--- src/sv/hba_pkg.sv ---
// hba_pkg: shared types, sizes and constants for the histogram bin accumulator
// used by every module of the block except the generic ram
`default_nettype none

package hba_pkg;

  localparam int NUM_BINS     = 128;
  localparam int NUM_CHANNELS = 4;
  localparam int COUNT_WIDTH  = 32;

  localparam int TOTAL_BINS = NUM_CHANNELS * NUM_BINS;
  localparam int BIN_W      = $clog2(NUM_BINS);
  localparam int SLOT_W     = $clog2(TOTAL_BINS);
  localparam int EPOCH_W    = 32;
  localparam int MEM_W      = EPOCH_W + COUNT_WIDTH;

  localparam int OUTQ_DEPTH = 8;
  localparam int OUTQ_PTR_W = $clog2(OUTQ_DEPTH);
  localparam logic [OUTQ_PTR_W:0] OUTQ_FULL = (OUTQ_PTR_W + 1)'(OUTQ_DEPTH);

  localparam int CFG_IDX_W = 3;
  localparam logic [CFG_IDX_W-1:0] CFG_LEFT_EDGE   = 3'd0;
  localparam logic [CFG_IDX_W-1:0] CFG_BIN_SCALE   = 3'd1;
  localparam logic [CFG_IDX_W-1:0] CFG_ACTIVE_BINS = 3'd2;
  localparam logic [CFG_IDX_W-1:0] CFG_ACCUMULATE  = 3'd3;
  localparam logic [CFG_IDX_W-1:0] CFG_HALTED      = 3'd4;

  localparam logic [31:0] LEFT_EDGE_RESET   = 32'hFFFE_E667;
  localparam logic [31:0] BIN_SCALE_RESET   = 32'd3276800;
  localparam logic [7:0]  ACTIVE_BINS_RESET = 8'd100;
  localparam logic [31:0] MIN_RESET         = 32'h7FFF_FFFF;
  localparam logic [31:0] MAX_RESET         = 32'h8000_0000;

  typedef struct packed {
    logic [31:0] left_edge;
    logic [31:0] bin_scale;
    logic [7:0]  active_bins;
    logic        accumulate;
    logic        halted;
  } cfg_t;

  typedef struct packed {
    logic              valid;
    logic [31:0]       sample;
    logic              first;
    logic              hit;
    logic [BIN_W-1:0]  bin;
    logic [SLOT_W-1:0] slot;
  } item_t;

  typedef struct packed {
    logic [6:0]  bin_index;
    logic        in_range;
    logic [31:0] bin_count;
    logic [31:0] peak_count;
    logic [31:0] frame_min;
    logic [31:0] frame_max;
  } res_t;

endpackage

`default_nettype wire

--- src/sv/hba_outq.sv ---
// hba_outq: result queue between the update stage and the output channel
// depends on hba_pkg
`default_nettype none

module hba_outq (
  input  wire logic          clk,
  input  wire logic          rst,
  input  wire logic          push,
  input  wire hba_pkg::res_t din,
  input  wire logic          out_stall,
  output logic               out_valid,
  output hba_pkg::res_t      dout
);
  import hba_pkg::*;

  res_t                  q [OUTQ_DEPTH];
  logic [OUTQ_PTR_W-1:0] wr_ptr;
  logic [OUTQ_PTR_W-1:0] rd_ptr;
  logic [OUTQ_PTR_W:0]   count;
  logic                  pop;

  assign out_valid = count != '0;
  assign pop       = out_valid && !out_stall;
  assign dout      = q[rd_ptr];

  always_ff @(posedge clk) begin
    if (rst) begin
      wr_ptr <= '0;
      rd_ptr <= '0;
      count  <= '0;
    end else begin
      if (push) begin
        wr_ptr <= wr_ptr + 1'b1;
      end
      if (pop) begin
        rd_ptr <= rd_ptr + 1'b1;
      end
      case ({push, pop})
        2'b10:   count <= count + 1'b1;
        2'b01:   count <= count - 1'b1;
        default: count <= count;
      endcase
    end
    if (push) begin
      q[wr_ptr] <= din;
    end
  end

endmodule

`default_nettype wire

--- config.mk ---
export PLATFORM = sky130hd
export DESIGN_NAME = hba_outq
export DESIGN_NICKNAME = d
export VERILOG_FILES = /design/src/sv/hba_pkg.sv /design/src/sv/hba_outq.sv
export SDC_FILE = /design/constraint.sdc
export NUM_CORES = 1
export LEC_CHECK = 0
export ABC_AREA = 1
export BUFFER_PORTS_ARGS = -buffer_cell sky130_fd_sc_hd__clkbuf_2
export CELL_PAD_IN_SITES_DETAIL_PLACEMENT = 1
export CELL_PAD_IN_SITES_GLOBAL_PLACEMENT = 1
export CORE_ASPECT_RATIO = 2
export CORE_MARGIN = 8
export CORE_UTILIZATION = 40
export CTS_CLUSTER_DIAMETER = 200
export DETAILED_ROUTE_END_ITERATION = 7
export PLACE_DENSITY = 0.79
export SYNTH_ARGS = -nofsm -noshare
export SYNTH_HDL_FRONTEND = slang
export SYNTH_SLANG_ARGS = --single-unit
--- constraint.sdc ---
create_clock -name clk -period 9.2 [get_ports clk]
set_clock_uncertainty 0.2 [all_clocks]
set_input_delay 1.84 -clock clk [delete_from_list [all_inputs] [get_ports clk]]
set_output_delay 1.84 -clock clk [all_outputs]
set_load 0.02 [all_outputs]
==> metrics.md <==
| Metric | Value |
|---|---|
| CTS Hold Buffers Added | `0` |
| Syn-to-layout area delta | `12.89%` |
| Max incr delay on CP | `0.83 ns` |
| Final TNS setup | `0 ns` |
| Post-synthesis net count | `3287` |
| Levels on crit path | `7` |
| First-pass GRT wire length | `164800 µm` |
| Crit end category | `output port` |
| Deepest clock path buffer count | `3` |
| Total core area | `0.1061 mm²` |
| Layout cell share with drive strength beyond 1 | `0.1333` |
| Root buffer cell | `clkbuf_16` |
| # IOs | `277` |
| Max Freq | `161.7 MHz` |
| Slew Limit Headroom | `0.3233` |
| Period utilization | `0.6722` |
| Sw Pwr | `4137 µW` |
| Worst hold start | `rd_ptr[0]` |
| Met3 Resource Use GR | `0.04301` |
| Worst setup path class | `reg -> out` |
| # resized after CTS | `0` |
| Inserted Clock Buffers | `94` |
| Maximum Capacitance Violations | `0` |
| Pin count of the biggest net entering global routing | `179` |
| WP buf/inv | `3` |
| Final net count | `3504` |
| Setup-failing EPs final | `0` |
| Worst endpoint required time | `7.16 ns` |
| Area of the die | `0.1183 mm²` |
| Vias | `26000` |
| Post-synth ARST share | `0` |
| Pins Over Slew Limit | `0` |
| 1st-pass router iterations | `5` |
| Final WL | `108900 µm` |
| DRC violations left | `0` |
| Worst-Skew Late Latency | `0.67 ns` |
| CTS tree | `done` |
| Peak supply drop | `295.3 µV` |
| CP top delay family | `buffers and inverters` |
| Post-synth EDFFs | `1088` |
| R2r worst-path depth | `4` |
| Clock Power Share | `0.298` |
| Post-synth cell types | `22` |
| Postcts setup bufs | `0` |
| Drt initial violations | `1568` |
| Sink Count | `1101` |
| Comb power frac | `0.252` |
| IO buf count | `276` |
| Crit path time final | `6.185 ns` |
| CP Max Fanout | `80` |
| Most used routing layer | `met2` |
| Die Wd | `247.3 µm` |
| P_leak | `0.01644 µW` |
| Slew @ Worst Pin | `1.015 ns` |
| Status | `finished clean` |
| Crit path DAT | `4.14 ns` |
| Crit-path cells | `buf_4 -> buf_4 -> o21ai_0 -> o22ai_1 -> nand2_1 -> nand2_1 -> clkbuf_2` |
| Sequential share of power | `0.449` |
| Initial core utilization | `0.4030` |
| GR Util All Layers | `0.1809` |
| Reg-to-reg endpoint | `q[2][98]` |
| DP HPWL | `58970 µm` |
| Hold Vio Cnt, Final | `0` |
| FP Rows | `169` |
| Top_reg_cell synth | `edfxtp_1` |
| Via density per instance | `5.403` |
| Routed WL per cell | `22.62 µm` |
| Seq/Total Area, Yosys | `0.7698` |
| Hold_ws | `0.3011 ns` |
| RD Place Congestion | `0.6966` |
| Worst reg2reg startpoint | `wr_ptr[0]` |
| Grt total ovfl | `0` |
| Switching power share of the total | `0.3234` |
| Hold Crit Class | `reg -> reg` |
| YS warnings | `0` |
| Synth Cell Area | `0.04278 mm²` |
| Max stage delay cell, worst path | `buf_4` |
| Post-DRT Antenna Nets | `0` |
| M2 GR Usage | `0.3203` |
| Crit start category | `register` |
| Synth Instances | `3142` |
| Avg Cell Area, Syn | `13.62 µm²` |
| Antenna violations before repair | `18` |
| Reg2reg setup slack | `6.19 ns` |
| Power per cell area | `264.9 mW/mm²` |
| Die Span Y | `478.5 µm` |
| Clock transition at the registers of the reported paths | `0.06 ns` |
| H-tree Lvls | `3` |
| Post-synthesis register bit count | `1101` |
| Number of global-route vias before repair | `27750` |
| Hold path cells | `1` |
| Unrepaired setup endpoints after global routing | `no` |
| M1 GR Usage | `0.2169` |
| Int Pwr | `8656 µW` |
cells by family (layout without fill, tap and decap cells):
family | Yosys count | in the layout | synth area share
DFF | 1101 | 1101 | 0.7698
other | 0 | 9 | 0
xor gates and xnor gates | 3 | 3 | 0.0006143
and+or+nand+nor | 986 | 986 | 0.08672
buffers and inverters | 212 | 506 | 0.02387
AOI/OAI and AO/OA | 699 | 699 | 0.08575
muxes | 136 | 136 | 0.03182
adders and majority gates | 5 | 5 | 0.001462
per-stage QoR:
step	area (µm²)	power [µW]	worst slack, ns	cells	util
6_report	48290	12790	3.015	4813	0.4550
3_5_place_dp	45370	9131	3.741	4631	0.4274
4_1_cts	48270	12970	2.983	4804	0.4547
2_1_floorplan	42780	8088	0.4804	3142	-
3_3_place_gp	45370	9008	3.839	4631	0.4274
5_1_grt	48270	13420	2.740	4805	0.4548
layer usage:
layer | up-vias | wire, µm | share of wire
li1 | 11880 | - | -
met2 | 606 | 55800 | 0.51
met5 | - | 120 | 0.0011
met1 | 13340 | 43900 | 0.40
met4 | 18 | 2318 | 0.021
met3 | 156 | 6725 | 0.062
cells in the final DEF (no fill, tap or decap):
cell | netlist | layout
edfxtp_1 | 1088 | 1088
nor2_1 | 556 | 548
nand2_1 | 425 | 425
o21ai_0 | 386 | 386
clkbuf_2 | 0 | 276
o21ai_1 | 166 | 166
mux2i_1 | 136 | 136
o22ai_1 | 136 | 136
clkbuf_16 | 0 | 96
buf_4 | 18 | 33
clkbuf_1 | 94 | 27
clkinv_2 | 0 | 17
clkinv_1 | 0 | 17
inv_1 | 16 | 16
a21oi_1 | 11 | 11
dfxtp_1 | 13 | 10
diode_2 | 0 | 9
nor2_4 | 0 | 8
clkinvlp_4 | 0 | 6
buf_12 | 0 | 6
ha_1 | 5 | 5
bufinv_16 | 0 | 4
nand3_1 | 3 | 3
inv_6 | 0 | 3
dfxtp_4 | 0 | 3
xnor2_1 | 2 | 2
clkbuf_8 | 0 | 2
nand4_1 | 1 | 1
or2_2 | 1 | 1
xor2_1 | 1 | 1
inv_8 | 0 | 1
inv_16 | 0 | 1
clkinv_8 | 0 | 1
power by group through the flow:
stage | registers (µW) | logic [µW] | clock network, µW
finish | 5740 | 3230 | 3820
global route | 5760 | 3580 | 4080
CTS | 5750 | 3300 | 3920
detailed placement | 5860 | 3280 | 0
global placement | 5850 | 3160 | 0
floorplan | 5800 | 2290 | 0
area by class of cell:
class                      count  area [µm²]
inverter                      18       80.08
clock buffer                 125        2531
multi-input combinational   1829        8889
clock inverter                48       367.9
fill                       10870       57860
sequential                  1101       32940
tap                         1368        1712
timing repair buffer         315        1749
antenna                        9       22.52
Yosys cell counts, types with 11 or more instances:
master,number,area [µm²]
nand2_1,425,1595
edfxtp_1,1088,32670
buf_6,12,135.1
dfxtp_1,13,260.3
mux2i_1,136,1361
o21ai_1,166,830.8
clkbuf_1,94,352.8
buf_4,18,135.1
o22ai_1,136,850.8
o21ai_0,386,1932
inv_1,16,60.06
nor2_1,556,2087
buf_1,16,60.06
buf_2,54,270.3
a21oi_1,11,55.05
how the worst max path moves through the flow:
| stage | to | start |
|---|---|---|
| after floorplan | q[0][0] | push |
| after global placement | dout[63] | register |
| after detailed placement | dout[56] | register |
| after CTS | dout[56] | register |
| after global routing | dout[63] | register |
| final | dout[56] | register |
registers in the layout, summed over array words and instances, names as in the netlist, named ones only:
signal	cells
rd_ptr	3
count	4
q	1088
wr_ptr	3
Power figures use the tool's default switching activity.
