===== config.mk =====
export PLATFORM = sky130hd
export DESIGN_NAME = hba_front
export DESIGN_NICKNAME = d
export VERILOG_FILES = /design/src/sv/hba_pkg.sv /design/src/sv/hba_front.sv
export SDC_FILE = /design/constraint.sdc
export NUM_CORES = 2
export LEC_CHECK = 0
export BUFFER_PORTS_ARGS = -buffer_cell sky130_fd_sc_hd__buf_2
export CORE_AREA = 2 2 306 308
export CTS_CLUSTER_SIZE = 14
export DETAILED_ROUTE_END_ITERATION = 12
export DIE_AREA = 0 0 308 310
export SYNTH_ARGS = -nofsm -noshare
export SYNTH_HDL_FRONTEND = slang
export SYNTH_SLANG_ARGS = --single-unit

===== constraint.sdc =====
create_clock -name clk -period 12.5 [get_ports clk]
set_clock_uncertainty 0.2 [all_clocks]
set_input_delay 2.5 -clock clk [delete_from_list [all_inputs] [get_ports clk]]
set_output_delay 2.5 -clock clk [all_outputs]
set_load 0.02 [all_outputs]

===== src/sv/hba_pkg.sv =====
// hba_pkg: shared types, sizes and constants for the histogram bin accumulator
// used by every module of the block except the generic ram
`default_nettype none

package hba_pkg;

  localparam int NUM_BINS     = 128;
  localparam int NUM_CHANNELS = 4;
  localparam int COUNT_WIDTH  = 32;

  localparam int TOTAL_BINS = NUM_CHANNELS * NUM_BINS;
  localparam int BIN_W      = $clog2(NUM_BINS);
  localparam int SLOT_W     = $clog2(TOTAL_BINS);
  localparam int EPOCH_W    = 32;
  localparam int MEM_W      = EPOCH_W + COUNT_WIDTH;

  localparam int OUTQ_DEPTH = 8;
  localparam int OUTQ_PTR_W = $clog2(OUTQ_DEPTH);
  localparam logic [OUTQ_PTR_W:0] OUTQ_FULL = (OUTQ_PTR_W + 1)'(OUTQ_DEPTH);

  localparam int CFG_IDX_W = 3;
  localparam logic [CFG_IDX_W-1:0] CFG_LEFT_EDGE   = 3'd0;
  localparam logic [CFG_IDX_W-1:0] CFG_BIN_SCALE   = 3'd1;
  localparam logic [CFG_IDX_W-1:0] CFG_ACTIVE_BINS = 3'd2;
  localparam logic [CFG_IDX_W-1:0] CFG_ACCUMULATE  = 3'd3;
  localparam logic [CFG_IDX_W-1:0] CFG_HALTED      = 3'd4;

  localparam logic [31:0] LEFT_EDGE_RESET   = 32'hFFFE_E667;
  localparam logic [31:0] BIN_SCALE_RESET   = 32'd3276800;
  localparam logic [7:0]  ACTIVE_BINS_RESET = 8'd100;
  localparam logic [31:0] MIN_RESET         = 32'h7FFF_FFFF;
  localparam logic [31:0] MAX_RESET         = 32'h8000_0000;

  typedef struct packed {
    logic [31:0] left_edge;
    logic [31:0] bin_scale;
    logic [7:0]  active_bins;
    logic        accumulate;
    logic        halted;
  } cfg_t;

  typedef struct packed {
    logic              valid;
    logic [31:0]       sample;
    logic              first;
    logic              hit;
    logic [BIN_W-1:0]  bin;
    logic [SLOT_W-1:0] slot;
  } item_t;

  typedef struct packed {
    logic [6:0]  bin_index;
    logic        in_range;
    logic [31:0] bin_count;
    logic [31:0] peak_count;
    logic [31:0] frame_min;
    logic [31:0] frame_max;
  } res_t;

endpackage

`default_nettype wire


===== src/sv/hba_front.sv =====
// hba_front: bin computation pipeline, difference, magnitude, product, rounding
// depends on hba_pkg
`default_nettype none

module hba_front (
  input  wire logic                clk,
  input  wire logic                rst,
  input  wire hba_pkg::cfg_t       cfg,
  input  wire logic                take,
  input  wire logic signed [31:0]  sample,
  input  wire logic [1:0]          channel,
  input  wire logic                first_of_frame,
  output hba_pkg::item_t           item
);
  import hba_pkg::*;

  logic               v1;
  logic [31:0]        sample1;
  logic [1:0]         ch1;
  logic               first1;
  logic signed [32:0] diff1;

  logic               v2;
  logic [31:0]        sample2;
  logic [1:0]         ch2;
  logic               first2;
  logic               neg2;
  logic [32:0]        mag2;

  logic               v3;
  logic [31:0]        sample3;
  logic [1:0]         ch3;
  logic               first3;
  logic               neg3;
  logic [63:0]        prod3;

  logic [64:0]        rnd;
  logic [32:0]        b;
  logic               hit_pos;
  logic               hit_neg;
  logic               ch_ok;
  logic               hit;
  logic [BIN_W-1:0]   bin;
  logic [SLOT_W-1:0]  slot;

  always_comb begin
    rnd     = {1'b0, prod3} + 65'h0_8000_0000;
    b       = rnd[64:32];
    hit_pos = (b < 33'(cfg.active_bins)) && (b < 33'(NUM_BINS));
    hit_neg = (prod3 <= 64'h8000_0000) && (cfg.active_bins != 8'd0);
    ch_ok   = 32'(ch3) < NUM_CHANNELS;
    hit     = ch_ok && (neg3 ? hit_neg : hit_pos);
    bin     = (hit && !neg3) ? BIN_W'(b) : '0;
    slot    = SLOT_W'(ch3) * SLOT_W'(NUM_BINS) + SLOT_W'(bin);
  end

  always_ff @(posedge clk) begin
    if (rst) begin
      v1         <= 1'b0;
      v2         <= 1'b0;
      v3         <= 1'b0;
      item.valid <= 1'b0;
    end else begin
      v1         <= take;
      v2         <= v1;
      v3         <= v2;
      item.valid <= v3;
    end

    sample1 <= sample;
    ch1     <= channel;
    first1  <= first_of_frame;
    diff1   <= {sample[31], sample} - {cfg.left_edge[31], cfg.left_edge};

    sample2 <= sample1;
    ch2     <= ch1;
    first2  <= first1;
    neg2    <= diff1[32];
    mag2    <= diff1[32] ? 33'(-diff1) : 33'(diff1);

    sample3 <= sample2;
    ch3     <= ch2;
    first3  <= first2;
    neg3    <= neg2;
    // magnitude tops out at 2^32 - 1, so the high bit is never set here
    prod3   <= mag2[32] ? {cfg.bin_scale, 32'h0} : (64'(mag2[31:0]) * 64'(cfg.bin_scale));

    item.sample <= sample3;
    item.first  <= first3;
    item.hit    <= hit;
    item.bin    <= bin;
    item.slot   <= slot;
  end

endmodule

`default_nettype wire


==> results by group <==
Worst setup path
  – Crit path kind: in -> reg
  – R2r worst-path depth: 26
  – Crit path max fanout: 33
  – Critical Path RT: 12.81 ns
  – CP Launch Type: input port
  – RR Endpoint: prod3[61]
  – Setup crit end kind: flip-flop
  – Critical path arrival: 10.61 ns
  – Worst r2r src: mag2[20]
  – R2R Setup Slk: 3.93 ns

Floorplan
  – Die width: 308 um
  – FP Rows: 112
  – Die height: 310 um
  – Total Die Area: 95500 sq um
  – IO Count: 163
  – Core region area: 92500 sq um
  – Initial Util: 0.465

Placement
  – Placed cells: 5839
  – Final HPWL DP: 83300 um
  – RD Place Congestion: 0.896
  – IO Port Bufs: 160

Layout
  – Share of layout cells above drive strength 1: 0.0619
  – Leading cell types in the layout, fill and taps excluded: 972 x inv_1, 897 x fa_1, 661 x nand2_1, 508 x and2_1, 304 x ha_1
  – Post-layout util: 0.495
  – Fin nets: 5988
  – Syn-to-layout area delta: 6.41%
  – Commonest non-fill, non-tap cell in the layout: inv_1
  – Post-Layout Cell Count: 5896

Timing
  – Fmax: 97.0 MHz
  – RSZ-0062 raised after global routing: false
  – Final period utilization: 0.825
  – Fin. max-slew vios: 0
  – Setup TNS Final: 0 ns
  – Final-report setup violation count: 0
  – Worst slew margin: 0.282
  – Worst-margin pin slew: 1.08 ns
  – Final Hold Viols: 0
  – Min Clock Period, post-route: 10.31 ns

Hold path
  – Hold Path Depth: 0
  – Min-delay worst type: reg -> reg
  – Hold path start: sample3[8]
  – Hold endpoint: item[26]

Yosys
  – Yosys cell types: 82
  – Syn nets: 5990
  – Cells after Synth: 4677
  – Seq/Total Area, Yosys: 0.132
  – Mapped Avg Cell Area: 9.20 sq um
  – Post-synth EDFFs: 0
  – Synth warn: 0
  – Flops & latches, synth: 284
  – Async S/R FF share, synth: 0
  – Synth Cell Area: 43000 sq um
  – Main synth FF type: dfxtp_1

Route
  – Wire per inst: 18.4 um
  – Avg Vias per Cell: 5.18
  – TritonRoute pass-1 iters: 7
  – Post-DRT Antenna Nets: 0
  – Routed via count: 30500
  – Final wirelength: 108000 um
  – Drt initial violations: 1715
  – DRC viols: 0

Clock tree
  – Clock tree root buffer cell: clkbuf_16
  – CTS sink cnt: 284
  – H-tree depth: 1
  – Clock transition at path regs: 0.07 ns
  – Post-CTS sizing: 0
  – Max Root-Sink Buffers: 3
  – CTS Buf Count: 31
  – Post-CTS setup buffers: 0
  – Clock Latency Late Sink: 0.60 ns
  – TritonCTS clock tree: built
  – Post-cts hold buffer count: 0

Global route
  – Largest net degree at the start of global routing: 93
  – Vias in the first global route: 32400
  – First-pass GRT wire length: 176000 um
  – GRT overflow: 0
  – Initial antenna violation count: 5
  – GRT Overall Usage: 0.237

Job
  – Max_cap viols: 0

Status
  – Outcome: finished, final reports clean
==> sequential cells by signal (all words and copies together), names as in the netlist, 2 cells and up <==
name	cells
prod3	64
sample3	32
ch1	2
item	44
ch3	2
ch2	2
sample1	32
diff1	33
sample2	32
mag2	33
==> logic make-up after synthesis <==
family                     Yosys count  synth area share
AOI/OAI and AO/OA                  376            0.0572
xor gates and xnor gates           109            0.0222
adders and majority gates         1201             0.506
buffers and inverters             1203             0.106
DFF                                284             0.132
muxes                               12           0.00297
and+or+nand+nor                   1492             0.174
==> worst max-delay path by stage <==
stage | slack [ns] | depth (start not counted) | endpoint | startpoint
after detailed placement | 1.65 | 27 | prod3[46] | cfg[21]
final | 2.19 | 22 | prod3[59] | cfg[27]
after global routing | 1.74 | 27 | prod3[61] | cfg[21]
after CTS | 2.26 | 27 | prod3[61] | cfg[21]
after global placement | 1.69 | 27 | prod3[62] | cfg[21]
after floorplan | 3.00 | 23 | prod3[60] | cfg[35]
==> synth_stat cells, drive strengths merged (11+ instances only) <==
| library cell | number | area, sq um |
|---|---|---|
| inv | 973 | 3650 |
| fa | 897 | 18000 |
| nand2 | 661 | 2480 |
| and2 | 508 | 3180 |
| ha | 304 | 3800 |
| dfxtp | 284 | 5690 |
| clkbuf | 219 | 822 |
| nor2 | 103 | 392 |
| a21oi | 102 | 510 |
| o21ai | 79 | 395 |
| xnor2 | 75 | 657 |
| a21o | 43 | 323 |
| nand3 | 39 | 205 |
| nor3 | 36 | 185 |
| xor2 | 34 | 298 |
| nor2b | 28 | 190 |
| nand4 | 27 | 184 |
| o21bai | 24 | 180 |
| nor4 | 21 | 153 |
| nand2b | 17 | 106 |
| o31ai | 16 | 120 |
| o21a | 13 | 97.6 |
| a31oi | 12 | 75.1 |
| buf | 11 | 75.1 |
==> worst max-delay path, cell delays in order <==
cell and delay [ns]:
buf_2 0.76, nand2_1 0.18, fa_1 0.57, fa_1 0.55
inv_1 0.05, fa_1 0.47, fa_1 0.51, fa_1 0.51
fa_1 0.51, fa_1 0.56, inv_1 0.06, fa_1 0.55
inv_1 0.05, ha_1 0.42, and2_1 0.33, nand2_1 0.10
a311oi_1 0.20, o21ai_0 0.33, a211oi_1 0.59, nor2_1 0.17
o311a_1 0.33, nor3_1 0.23
==> layout make-up <==
class / instances / area, sq um
flip-flops and latches: 284 / 5700
multi-input cells: 3190 / 32800
repair buffers: 195 / 1060
inverters: 973 / 3650
diodes: 1 / 2.50
well taps: 1197 / 1500
clock buffers: 38 / 852
clock inverters: 18 / 226
fillers: 8840 / 46700
==> routing by layer <==
| metal | track usage | share of wire | up-vias |
|---|---|---|---|
| met2 | 0.413 | 0.49 | 815 |
| li1 | - | - | 14000 |
| met4 | 0.0845 | 0.040 | 0 |
| met1 | 0.306 | 0.42 | 15500 |
| met5 | 0 | 0 | - |
| met3 | 0.0247 | 0.054 | 210 |
==> through the flow <==
step / area, sq um / worst slack [ns] / hold slack (ns)
after floorplan: 43000 / 3.00 / 0.110
after global placement: 44700 / 1.69 / 0.110
after detailed placement: 44700 / 1.65 / 0.112
after CTS: 45800 / 2.26 / 0.122
after global routing: 45800 / 1.74 / 0.127
final: 45800 / 2.19 / 0.118
Power is left out: the tool's default activity adds up to more than one toggle a clock period on the data nets, which glitch-free logic cannot reach.
